**config.mk**
```make
export PLATFORM = sky130hd
export DESIGN_NAME = frame_clock_and_chronometer
export DESIGN_NICKNAME = d
export VERILOG_FILES = /design/src/design/fcc_pkg.sv /design/src/design/frame_clock_and_chronometer.sv
export SDC_FILE = /design/constraint.sdc
export NUM_CORES = 1
export LEC_CHECK = 0
export BUFFER_PORTS_ARGS = -buffer_cell sky130_fd_sc_hd__buf_2
export CAP_MARGIN = 20
export CORE_UTILIZATION = 54
export CTS_CLUSTER_DIAMETER = 50
export DETAILED_ROUTE_END_ITERATION = 7
export PLACE_DENSITY = 0.77
export SKIP_CTS_REPAIR_TIMING = 1
export SLEW_MARGIN = 0
export SYNTH_ARGS = -nofsm -noshare
export SYNTH_HDL_FRONTEND = slang
export SYNTH_SLANG_ARGS = --single-unit
export TNS_END_PERCENT = 100
```
**constraint.sdc**
```tcl
create_clock -name clock -period 4.1 [get_ports clock]
set_input_delay 0.41 -clock clock [delete_from_list [all_inputs] [get_ports clock]]
set_output_delay 0.41 -clock clock [all_outputs]
set_load 0.1 [all_outputs]
```
**src/design/fcc_pkg.sv**
```systemverilog
// ----------------------------------------------------------------------------
// fcc_pkg
// shared types, constants and helpers for the frame clock and chronometer
// ----------------------------------------------------------------------------
package fcc_pkg;

   // width of the phase counter and the second prescaler
   localparam int TICK_COUNT_BITS = 8;
   // width of the ticks per second register
   localparam int TPS_BITS        = 8;
   // compare width wide enough for both counter and wrap value
   localparam int TICK_CMP_BITS   = (TICK_COUNT_BITS > TPS_BITS) ? TICK_COUNT_BITS : TPS_BITS;

   localparam int HOUR_BITS = 5;
   localparam int MIN_BITS  = 6;
   localparam int SEC_BITS  = 6;
   localparam int DATA_BITS = 8;

   // register indexes
   localparam logic [1:0] REG_TICKS_PER_SECOND = 2'd0;
   localparam logic [1:0] REG_START_HOURS      = 2'd1;
   localparam logic [1:0] REG_START_MINUTES    = 2'd2;
   localparam logic [1:0] REG_START_SECONDS    = 2'd3;

   // timer modes
   localparam logic [1:0] MODE_FORWARDS  = 2'd0;
   localparam logic [1:0] MODE_BACKWARDS = 2'd1;
   localparam logic [1:0] MODE_STOPPED   = 2'd2;

   localparam logic [TPS_BITS-1:0] TPS_RESET = TPS_BITS'(50);

   typedef logic [TICK_COUNT_BITS-1:0] tick_type;

   typedef struct packed {
      logic [HOUR_BITS-1:0] hours;
      logic [MIN_BITS-1:0]  minutes;
      logic [SEC_BITS-1:0]  seconds;
   } hms_type;

   // counter step, back to zero once the wrap value is reached or passed
   function automatic tick_type tick_advance(input tick_type v,
                                             input logic [TPS_BITS-1:0] wrap);
      tick_type n;
      n = v + tick_type'(1);
      if (TICK_CMP_BITS'(n) >= TICK_CMP_BITS'(wrap)) begin
         return '0;
      end
      return n;
   endfunction

   // one second forward with 60/60/24 wraps
   function automatic hms_type hms_advance(input hms_type t);
      hms_type              r;
      logic [SEC_BITS:0]    s;
      logic [MIN_BITS:0]    m;
      logic [HOUR_BITS:0]   h;
      r = t;
      s = {1'b0, t.seconds} + 7'd1;
      m = {1'b0, t.minutes} + 7'd1;
      h = {1'b0, t.hours} + 6'd1;
      if (s >= 7'd60) begin
         r.seconds = '0;
         if (m >= 7'd60) begin
            r.minutes = '0;
            r.hours   = (h >= 6'd24) ? '0 : h[HOUR_BITS-1:0];
         end else begin
            r.minutes = m[MIN_BITS-1:0];
         end
      end else begin
         r.seconds = s[SEC_BITS-1:0];
      end
      return r;
   endfunction

endpackage

```
**src/design/frame_clock_and_chronometer.sv**
```systemverilog
// ----------------------------------------------------------------------------
// frame_clock_and_chronometer
// frame-tick time-of-day clock with stopwatch / countdown timer
// ----------------------------------------------------------------------------
// Takes one frame tick per clock cycle while results are taken, and returns
// one result per tick carrying the clock, the timer and the timer mode as
// they stand after that tick. A tick lands in the input register, and one
// pass of counter logic then updates the state registers, which are also
// the result register. While a result waits to be taken the input register
// still holds one more tick, then req_ready drops until the result goes.
// Configuration writes complete at once (csr_ready is always high) and are
// meant for idle periods; the start time is loaded on the first unheld tick
// after reset.
// ----------------------------------------------------------------------------
module frame_clock_and_chronometer (
   input  logic                            clock,
   input  logic                            reset,
   // tick channel
   input  logic                            req_valid,
   output logic                            req_ready,
   input  logic                            req_held,
   input  logic                            req_button_pressed,
   // result channel
   output logic                            rsp_valid,
   input  logic                            rsp_ready,
   output logic [fcc_pkg::HOUR_BITS-1:0]   rsp_clock_hours,
   output logic [fcc_pkg::MIN_BITS-1:0]    rsp_clock_minutes,
   output logic [fcc_pkg::SEC_BITS-1:0]    rsp_clock_seconds,
   output logic [fcc_pkg::HOUR_BITS-1:0]   rsp_timer_hours,
   output logic [fcc_pkg::MIN_BITS-1:0]    rsp_timer_minutes,
   output logic [fcc_pkg::SEC_BITS-1:0]    rsp_timer_seconds,
   output logic [1:0]                      rsp_timer_mode,
   // register write channel
   input  logic                            csr_valid,
   output logic                            csr_ready,
   input  logic [1:0]                      csr_index,
   input  logic [fcc_pkg::DATA_BITS-1:0]   csr_wdata
);

   // configuration registers
   logic [fcc_pkg::TPS_BITS-1:0]  tps_ff;
   logic [fcc_pkg::HOUR_BITS-1:0] start_hours_ff;
   logic [fcc_pkg::MIN_BITS-1:0]  start_minutes_ff;
   logic [fcc_pkg::SEC_BITS-1:0]  start_seconds_ff;

   // input register
   logic in_valid_ff;
   logic held_ff;
   logic button_ff;

   // state, doubling as the result register
   fcc_pkg::tick_type phase_ff,     phase_in;
   fcc_pkg::tick_type prescale_ff,  prescale_in;
   fcc_pkg::hms_type  clock_ff,     clock_in;
   fcc_pkg::hms_type  timer_ff,     timer_in;
   logic [1:0]        mode_ff,      mode_in;
   logic              started_ff,   started_in;
   logic              rsp_valid_ff;

   logic fire;

   // a tick moves into the state when the result slot is free or emptying
   assign fire      = in_valid_ff && (!rsp_valid_ff || rsp_ready);
   assign req_ready = !in_valid_ff || fire;
   assign csr_ready = 1'b1;

   // ---------------------------------------------------------------------
   // configuration
   // ---------------------------------------------------------------------
   always_ff @(posedge clock) begin
      if (reset) begin
         tps_ff           <= fcc_pkg::TPS_RESET;
         start_hours_ff   <= '0;
         start_minutes_ff <= '0;
         start_seconds_ff <= '0;
      end else if (csr_valid) begin
         case (csr_index)
            fcc_pkg::REG_TICKS_PER_SECOND: begin
               tps_ff <= csr_wdata[fcc_pkg::TPS_BITS-1:0];
            end
            fcc_pkg::REG_START_HOURS: begin
               start_hours_ff <= csr_wdata[fcc_pkg::HOUR_BITS-1:0];
            end
            fcc_pkg::REG_START_MINUTES: begin
               start_minutes_ff <= csr_wdata[fcc_pkg::MIN_BITS-1:0];
            end
            fcc_pkg::REG_START_SECONDS: begin
               start_seconds_ff <= csr_wdata[fcc_pkg::SEC_BITS-1:0];
            end
            default: begin
            end
         endcase
      end
   end

   // ---------------------------------------------------------------------
   // input register
   // ---------------------------------------------------------------------
   always_ff @(posedge clock) begin
      if (reset) begin
         in_valid_ff <= 1'b0;
      end else if (req_ready) begin
         in_valid_ff <= req_valid;
      end
   end

   always_ff @(posedge clock) begin
      if (req_ready && req_valid) begin
         held_ff   <= req_held;
         button_ff <= req_button_pressed;
      end
   end

   // ---------------------------------------------------------------------
   // tick logic
   // ---------------------------------------------------------------------
   always_comb begin
      fcc_pkg::hms_type load_clock;
      logic [1:0]       pressed_mode;
      fcc_pkg::hms_type pressed_timer;

      // phase counter runs even on held ticks
      phase_in    = fcc_pkg::tick_advance(phase_ff, tps_ff);
      prescale_in = prescale_ff;
      clock_in    = clock_ff;
      timer_in    = timer_ff;
      mode_in     = mode_ff;
      started_in  = started_ff;

      // start time replaces the clock on the first unheld tick
      load_clock = started_ff ? clock_ff
                              : fcc_pkg::hms_type'{hours: start_hours_ff,
                                                   minutes: start_minutes_ff,
                                                   seconds: start_seconds_ff};

      // mode button: forwards goes backwards with minutes and hours cleared,
      // stopped (or the unused code) goes forwards, backwards ignores it
      pressed_mode  = mode_ff;
      pressed_timer = timer_ff;
      if (button_ff) begin
         if (mode_ff == fcc_pkg::MODE_FORWARDS) begin
            pressed_mode          = fcc_pkg::MODE_BACKWARDS;
            pressed_timer.minutes = '0;
            pressed_timer.hours   = '0;
         end else if (mode_ff != fcc_pkg::MODE_BACKWARDS) begin
            pressed_mode = fcc_pkg::MODE_FORWARDS;
         end
      end

      if (!held_ff) begin
         started_in = 1'b1;
         clock_in   = load_clock;
         timer_in   = pressed_timer;
         mode_in    = pressed_mode;

         // countdown: stops at zero, no borrow into minutes
         if (pressed_mode == fcc_pkg::MODE_BACKWARDS) begin
            if (pressed_timer.seconds <= fcc_pkg::SEC_BITS'(1)) begin
               timer_in.seconds = '0;
               mode_in          = fcc_pkg::MODE_STOPPED;
            end else if (phase_in != '0) begin
               timer_in.seconds = pressed_timer.seconds - fcc_pkg::SEC_BITS'(1);
            end
         end

         // second boundary
         prescale_in = fcc_pkg::tick_advance(prescale_ff, tps_ff);
         if (prescale_in == '0) begin
            clock_in = fcc_pkg::hms_advance(load_clock);
            if (mode_in == fcc_pkg::MODE_FORWARDS) begin
               timer_in = fcc_pkg::hms_advance(timer_in);
            end
         end
      end
   end

   // ---------------------------------------------------------------------
   // state and result register
   // ---------------------------------------------------------------------
   always_ff @(posedge clock) begin
      if (reset) begin
         phase_ff     <= '0;
         prescale_ff  <= '0;
         clock_ff     <= '0;
         timer_ff     <= '0;
         mode_ff      <= fcc_pkg::MODE_FORWARDS;
         started_ff   <= 1'b0;
         rsp_valid_ff <= 1'b0;
      end else begin
         if (fire) begin
            phase_ff    <= phase_in;
            prescale_ff <= prescale_in;
            clock_ff    <= clock_in;
            timer_ff    <= timer_in;
            mode_ff     <= mode_in;
            started_ff  <= started_in;
         end
         if (fire) begin
            rsp_valid_ff <= 1'b1;
         end else if (rsp_ready) begin
            rsp_valid_ff <= 1'b0;
         end
      end
   end

   assign rsp_valid         = rsp_valid_ff;
   assign rsp_clock_hours   = clock_ff.hours;
   assign rsp_clock_minutes = clock_ff.minutes;
   assign rsp_clock_seconds = clock_ff.seconds;
   assign rsp_timer_hours   = timer_ff.hours;
   assign rsp_timer_minutes = timer_ff.minutes;
   assign rsp_timer_seconds = timer_ff.seconds;
   assign rsp_timer_mode    = mode_ff;

`ifndef SYNTH
   // a held tick leaves clock, timer and mode untouched
   assert property (@(posedge clock) disable iff (reset)
      fire && held_ff |=> $stable(clock_ff) && $stable(timer_ff) && $stable(mode_ff))
      else $error("held tick changed clock, timer or mode");

   // any unheld tick marks the clock as started
   assert property (@(posedge clock) disable iff (reset)
      fire && !held_ff |=> started_ff)
      else $error("clock not started after unheld tick");

   // a waiting tick in the input register is neither lost nor altered
   assert property (@(posedge clock) disable iff (reset)
      in_valid_ff && !fire |=> in_valid_ff && $stable(held_ff) && $stable(button_ff))
      else $error("pending tick dropped or overwritten");

   // state only moves when a tick is passed into it
   assert property (@(posedge clock) disable iff (reset)
      !fire |=> $stable(prescale_ff) && $stable(clock_ff) && $stable(timer_ff))
      else $error("state changed without a tick");
`endif

endmodule

```
==> Yosys cells after proc, flatten, opt, wreduce, memory -nomap -nowiden <==
Index checks and enable logic that the tools add are counted.
{ "word_totals": {"reg_bits": 82, "in_bits": 17, "out_inout_bits": 39} }
{ "classes": {"add_sub_neg": 9, "magnitude_cmp": 9, "n_eq_ne": 5, "n_mux": 36, "n_bitwise": 1, "n_reduce_logical": 17} }
{ "ops": {"columns": ["op", "count"], "rows": [
  ["17-bit 2-to-1 mux", 4],
  ["6-bit 2-to-1 mux", 8],
  ["11-bit 2-to-1 mux", 4],
  ["8-bit 2-to-1 mux", 5],
  ["6-bit by 1-bit adder with 7-bit output (second input constant)", 4],
  ["7-bit by 6-bit >= comparator with 1-bit output (second input constant)", 4],
  ["5-bit 2-to-1 mux", 4],
  ["8-bit by 1-bit adder with 8-bit output (second input constant)", 2],
  ["8-bit >= comparator", 2],
  ["5-bit by 1-bit adder with 6-bit output (second input constant)", 2],
  ["6-bit by 5-bit >= comparator with 1-bit output (second input constant)", 2],
  ["2-bit 2-to-1 mux", 6],
  ["2-bit AND reduction", 5],
  ["8-bit zero test", 1],
  ["8-bit nonzero test", 1],
  ["6-bit by 1-bit <= comparator with 1-bit output (second input constant)", 1],
  ["2-bit zero test", 3],
  ["6-bit by 1-bit subtractor with 6-bit output (second input constant)", 1],
  ["1-bit 2-to-1 mux", 5],
  ["2-bit by 1-bit == test with 1-bit output (second input constant)", 2],
  ["2-bit == test (second input constant)", 2],
  ["1-bit logical AND", 2],
  ["1-bit zero test", 2],
  ["1-bit logical OR", 2],
  ["3 further kinds", 3]
]} }

==> Longest topological paths before layout <==
{ "logic_depth": {"ltp_word": 14, "mapped_depth": 22} }

==> Least setup slack after synthesis <==
OpenSTA, ideal clock, no wires.
{ "synth_path": {"path_kind": "reg2reg", "from": "register phase_ff[0]", "to": "register timer_ff (netlist bit rsp_timer_seconds[3])", "arrival_ps": 4124, "path_slack_ps": -98, "path_stages_with_launch": 22, "n_path_buf": 2, "synth_period_minus_slack_ps": 4198, "cell_sequence": "dfxtp_1 -> ha_1 -> nand3_1 -> nor2_1 -> xor2_1 -> ha_1 -> and4_1 -> or4_1 -> clkbuf_1 -> nor2_1 -> nor2_1 -> o21ai_0 -> nand2_1 -> ha_1 -> xnor2_1 -> xnor2_1 -> and2_1 -> a32oi_2 -> buf_6 -> a21oi_1 -> o311a_1 -> nor3_2"} }
{ "synth_between": {"elab_chain_len": 14} }
{ "synth_rtl": {"columns": ["item", "line", "source"], "rows": [
  ["start, declared", "frame_clock_and_chronometer.sv:52", "fcc_pkg::tick_type phase_ff, phase_in;"],
  ["start signal, assigned", "frame_clock_and_chronometer.sv:191", "phase_ff <= phase_in;"],
  ["8-bit by 1-bit adder with 8-bit output (*)", "fcc_pkg.sv:44", "n = v + tick_type'(1);"],
  ["8-bit >= comparator", "fcc_pkg.sv:45", "if (TICK_CMP_BITS'(n) >= TICK_CMP_BITS'(wrap)) begin"],
  ["1-bit 2-to-1 mux", "fcc_pkg.sv:45", null],
  ["8-bit 2-to-1 mux (*)", "fcc_pkg.sv:48", "return n;"],
  ["8-bit nonzero test (*)", "frame_clock_and_chronometer.sv:161", "end else if (phase_in != '0) begin"],
  ["6-bit 2-to-1 mux (*)", "frame_clock_and_chronometer.sv:161", null],
  ["6-bit 2-to-1 mux (*)", "frame_clock_and_chronometer.sv:158", "if (pressed_timer.seconds <= fcc_pkg::SEC_BITS'(1)) begin"],
  ["6-bit 2-to-1 mux (*)", "frame_clock_and_chronometer.sv:157", "if (pressed_mode == fcc_pkg::MODE_BACKWARDS) begin"],
  ["6-bit 2-to-1 mux (*)", "frame_clock_and_chronometer.sv:150", "if (!held_ff) begin"],
  ["6-bit by 1-bit adder with 7-bit output", "fcc_pkg.sv:58", "s = {1'b0, t.seconds} + 7'd1;"],
  ["7-bit by 6-bit >= comparator with 1-bit output", "fcc_pkg.sv:61", "if (s >= 7'd60) begin"],
  ["6-bit 2-to-1 mux", "fcc_pkg.sv:61", null],
  ["17-bit 2-to-1 mux", "frame_clock_and_chronometer.sv:170", "if (mode_in == fcc_pkg::MODE_FORWARDS) begin"],
  ["17-bit 2-to-1 mux (*)", "frame_clock_and_chronometer.sv:168", "if (prescale_in == '0) begin"],
  ["end signal, assigned", "frame_clock_and_chronometer.sv:194", "timer_ff <= timer_in;"],
  ["end, declared", "frame_clock_and_chronometer.sv:55", "fcc_pkg::hms_type timer_ff, timer_in;"]
]} }
Every way passes the cells marked *; elsewhere a longest branch is shown, timed or not. The select of a mux whose other input is x is not followed.
A chain may end at the register's enable or synchronous reset.

==> Worst setup path in the final report <==
{ "layout_path": {"from": "register phase_ff[4]", "to": "register timer_ff (netlist bit rsp_timer_hours[3])"} }
{ "layout_between": {"elab_chain_len": 14} }
{ "layout_rtl": {"columns": ["item", "line"], "rows": [
  ["8-bit by 1-bit adder with 8-bit output (*)", "fcc_pkg.sv:44"],
  ["8-bit >= comparator", "fcc_pkg.sv:45"],
  ["1-bit 2-to-1 mux", "fcc_pkg.sv:45"],
  ["8-bit 2-to-1 mux (*)", "fcc_pkg.sv:48"],
  ["8-bit nonzero test (*)", "frame_clock_and_chronometer.sv:161"],
  ["6-bit 2-to-1 mux (*)", "frame_clock_and_chronometer.sv:161"],
  ["6-bit 2-to-1 mux (*)", "frame_clock_and_chronometer.sv:158"],
  ["6-bit 2-to-1 mux (*)", "frame_clock_and_chronometer.sv:157"],
  ["6-bit 2-to-1 mux (*)", "frame_clock_and_chronometer.sv:150"],
  ["6-bit by 1-bit adder with 7-bit output (*)", "fcc_pkg.sv:58"],
  ["7-bit by 6-bit >= comparator with 1-bit output (*)", "fcc_pkg.sv:61"],
  ["11-bit 2-to-1 mux (*)", "fcc_pkg.sv:61"],
  ["17-bit 2-to-1 mux (*)", "frame_clock_and_chronometer.sv:170"],
  ["17-bit 2-to-1 mux (*)", "frame_clock_and_chronometer.sv:168"]
]} }
Marked as above.

==> flow_summary_export.csv <==
group,metric,value,unit
clocking,path_clk_slew,0.08,ns
place,dpl_worst_slack,-0.172,ns
yosys,synthDominantCellAreaShare,30.4,%
clocking,cts-htree-levels,3,
power,p_leak,2.63,nW
yosys,synth_top_area_cell,"dfxtp_1",
timing,max_slew_margin,50.3,%
power,peakVddDrop,0.000232,V
setup_path,crit_required,4.39,ns
yosys,synth_area,5280,sq um
global_routing,grt_pass1_vias,4822,
route,dr.max_layer_used,"met4",
run,maxCapViolCount,0,
finish,drive_gt1_share,20.0,%
place,gp_congestion,0.894,
timing,skew,0.0108,ns
finish,finalCoreUtilization,65.6,%
power,switchingPower,574,uW
power,power.density,294,nW/um^2
finish,fin_area,6150,sq um
power,p_int,1.24,mW
route,num_vias,5060,
yosys,async_flop_share,0,%
route,detail-route-antenna-nets,0,
yosys,synth_cell_types,68,
route,via_per_inst,5.89,
route,wl_met3,670,um
global_routing,grt_start_max_net_pins,72,
die,core-area,9370,sq um
power,comb_power_share,19.3,%
timing,final-hold-violation-count,0,
setup_path,crit_fanout,5,
yosys,synth_commonest_cells,"116 x nor2_1, 80 x dfxtp_1, 45 x a21oi_1",
power,p_clk_share,34.0,%
place,numPlacedInstances,839,
clocking,clockBufferDepth,2,
finish,syn_to_final_growth,16.5,%
place,placed_cell_area,5770,sq um
global_routing,grt_usage,26.1,%
die,die_x,101,um
route,wl_met1,5660,um
timing,worst_slack,0.0620,ns
timing,tns,0,ns
route,drcViolationCount,0,
setup_path,crit_arrival,4.33,ns
die,die_y,101,um
yosys,synth_edf_count,2,
route,firstDrtPassIters,5,
timing,finalCritPeriodShare,98.5,%
timing,fmax,248,MHz
timing,fin_crit,4.04,ns
power,seq_power_share,46.8,%
die,num_rows,35,
route,met2_length,6480,um
setup_path,path_class,"reg2reg",
setup_path,endpoint_kind,"flip-flop",
global_routing,gr-total-overflow,0,
finish,num_antenna_cells,0,
yosys,synth_nets,711,
status,outcome,"complete, no violations",
clocking,clock-sinks,82,
place,portBuffers,54,
die,dieArea,10200,sq um
power,p_sw_share,31.7,%
setup_path,start_kind,"flip-flop",
clocking,numCtsBuffers,9,
yosys,ys_seq_area_share,31.5,%
yosys,yosysMostFrequentCell,"nor2_1",
yosys,synth_area_leaders,"dfxtp_1 30%, nor2_1 8.3%, ha_1 6.6%",
yosys,syn_inst,666,
die,io-pin-count,56,
place,dp_hpwl,9260,um
yosys,synth_seq_cells,82,
timing,setup_violations,0,
global_routing,grt_pass1_wl,21500,um
clocking,cts_tree,"done",
die,initial_core_util,56.3,%
finish,final_nets,770,
global_routing,antenna_found_initial,0,
power,power.total,1.81,mW
timing,worst_pin_slew,0.745,ns
clocking,clk_latency,0.36,ns
timing,maxSlewViolCount,0,
clocking,clockRootBuffer,"clkbuf_8",
yosys,syn_area_per_cell,7.92,sq um
timing,whs,0.236,ns
timing,rsz0062_at_grt,"true",
route,wl,12900,um
route,wl_per_cell,15.1,um
yosys,yosysWarnings,0,
min_path,hp-class,"in2reg",
finish,final-instance-count-excl-fill,859,
yosys,synth_ff_type,"dfxtp_1",
route,initialDrtViolationCount,241,
layer usage:
layer | vias to the layer above | global-route usage (%)
met5 | - | 0
met4 | 0 | 9.70
li1 | 2499 | -
met3 | 17 | 4.79
met1 | 2405 | 31.9
met2 | 139 | 45.7
area by class of cell:
cell class / instances / area [sq um]
Inverter: 23 / 86.3
Fill cell: 801 / 3230
Sequential cell: 82 / 1670
Multi-Input combinational cell: 525 / 3520
Clock inverter: 5 / 61.3
Timing Repair Buffer: 84 / 499
Clock buffer: 11 / 141
Tap cell: 129 / 161
worst paths after layout:
check	depth (start not counted)	to	slack (ns)	from
setup / recovery	19	rsp_timer_hours[3]$_SDFFE_PP0P_	0.06	phase_ff[4]$_SDFFE_PP0P_
hold / removal	1	held_ff$_DFFE_PP_	0.24	req_held
setup reg to reg	19	rsp_timer_hours[3]$_SDFFE_PP0P_	0.06	phase_ff[4]$_SDFFE_PP0P_
hold reg to reg	2	rsp_clock_minutes[4]$_SDFFE_PP0P_	0.50	rsp_clock_minutes[4]$_SDFFE_PP0P_
cell usage in the layout, fill, tap and decap left out, types with 23 or more instances in the layout:
master	netlist	final
nor2_1	116	110
dfxtp_1	80	75
buf_2	4	54
a21oi_1	45	42
nand2_1	39	38
mux2i_1	35	35
buf_4	1	29
o21ai_0	29	28
ha_1	28	26
nand3_1	26	25
nor3_1	26	24
inv_1	23	23
kinds of logic after synthesis:
family / count (synthesis) / share of synthesized area (%)
compound gates: 143 / 18.3
xor+xnor: 30 / 4.98
fa+ha+maj: 28 / 6.64
buf+inv: 59 / 4.51
flops: 82 / 31.5
mux: 43 / 8.35
other cells: 1 / 0.0711
simple gates: 280 / 25.7
sequential cells by signal, summed over array words and instances, names as in the netlist, 6 cells and up:
register	flops
phase_ff	8
prescale_ff	8
rsp_clock_minutes	6
rsp_clock_seconds	6
rsp_timer_minutes	6
rsp_timer_seconds	6
start_minutes_ff	6
start_seconds_ff	6
tps_ff	8
critical path: stages, from the launching register on:
cell and delay (ns):
dfxtp_2 0.36, nand3_4 0.10, nor2_4 0.12, and3_4 0.20, xor2_1 0.17, ha_1 0.28
and4_1 0.22, or4_4 0.58, nor2_2 0.11, nor2_1 0.05, o21ai_1 0.15, nand2_1 0.10
ha_2 0.21, xnor2_2 0.14, xnor2_1 0.13, and2_4 0.14, a32oi_4 0.26, nor3_2 0.09
a221oi_2 0.39, a32o_1 0.19
power by group through the flow:
stage                     Clock (mW)  Sequential (mW)  Combinational (mW)
after floorplan                    0            0.931               0.191
after global placement             0            0.863               0.326
after detailed placement           0            0.864               0.335
after CTS                      0.622            0.846               0.336
after global routing           0.660            0.849               0.379
final                          0.614            0.846               0.349
Power figures use the tool's default switching activity.
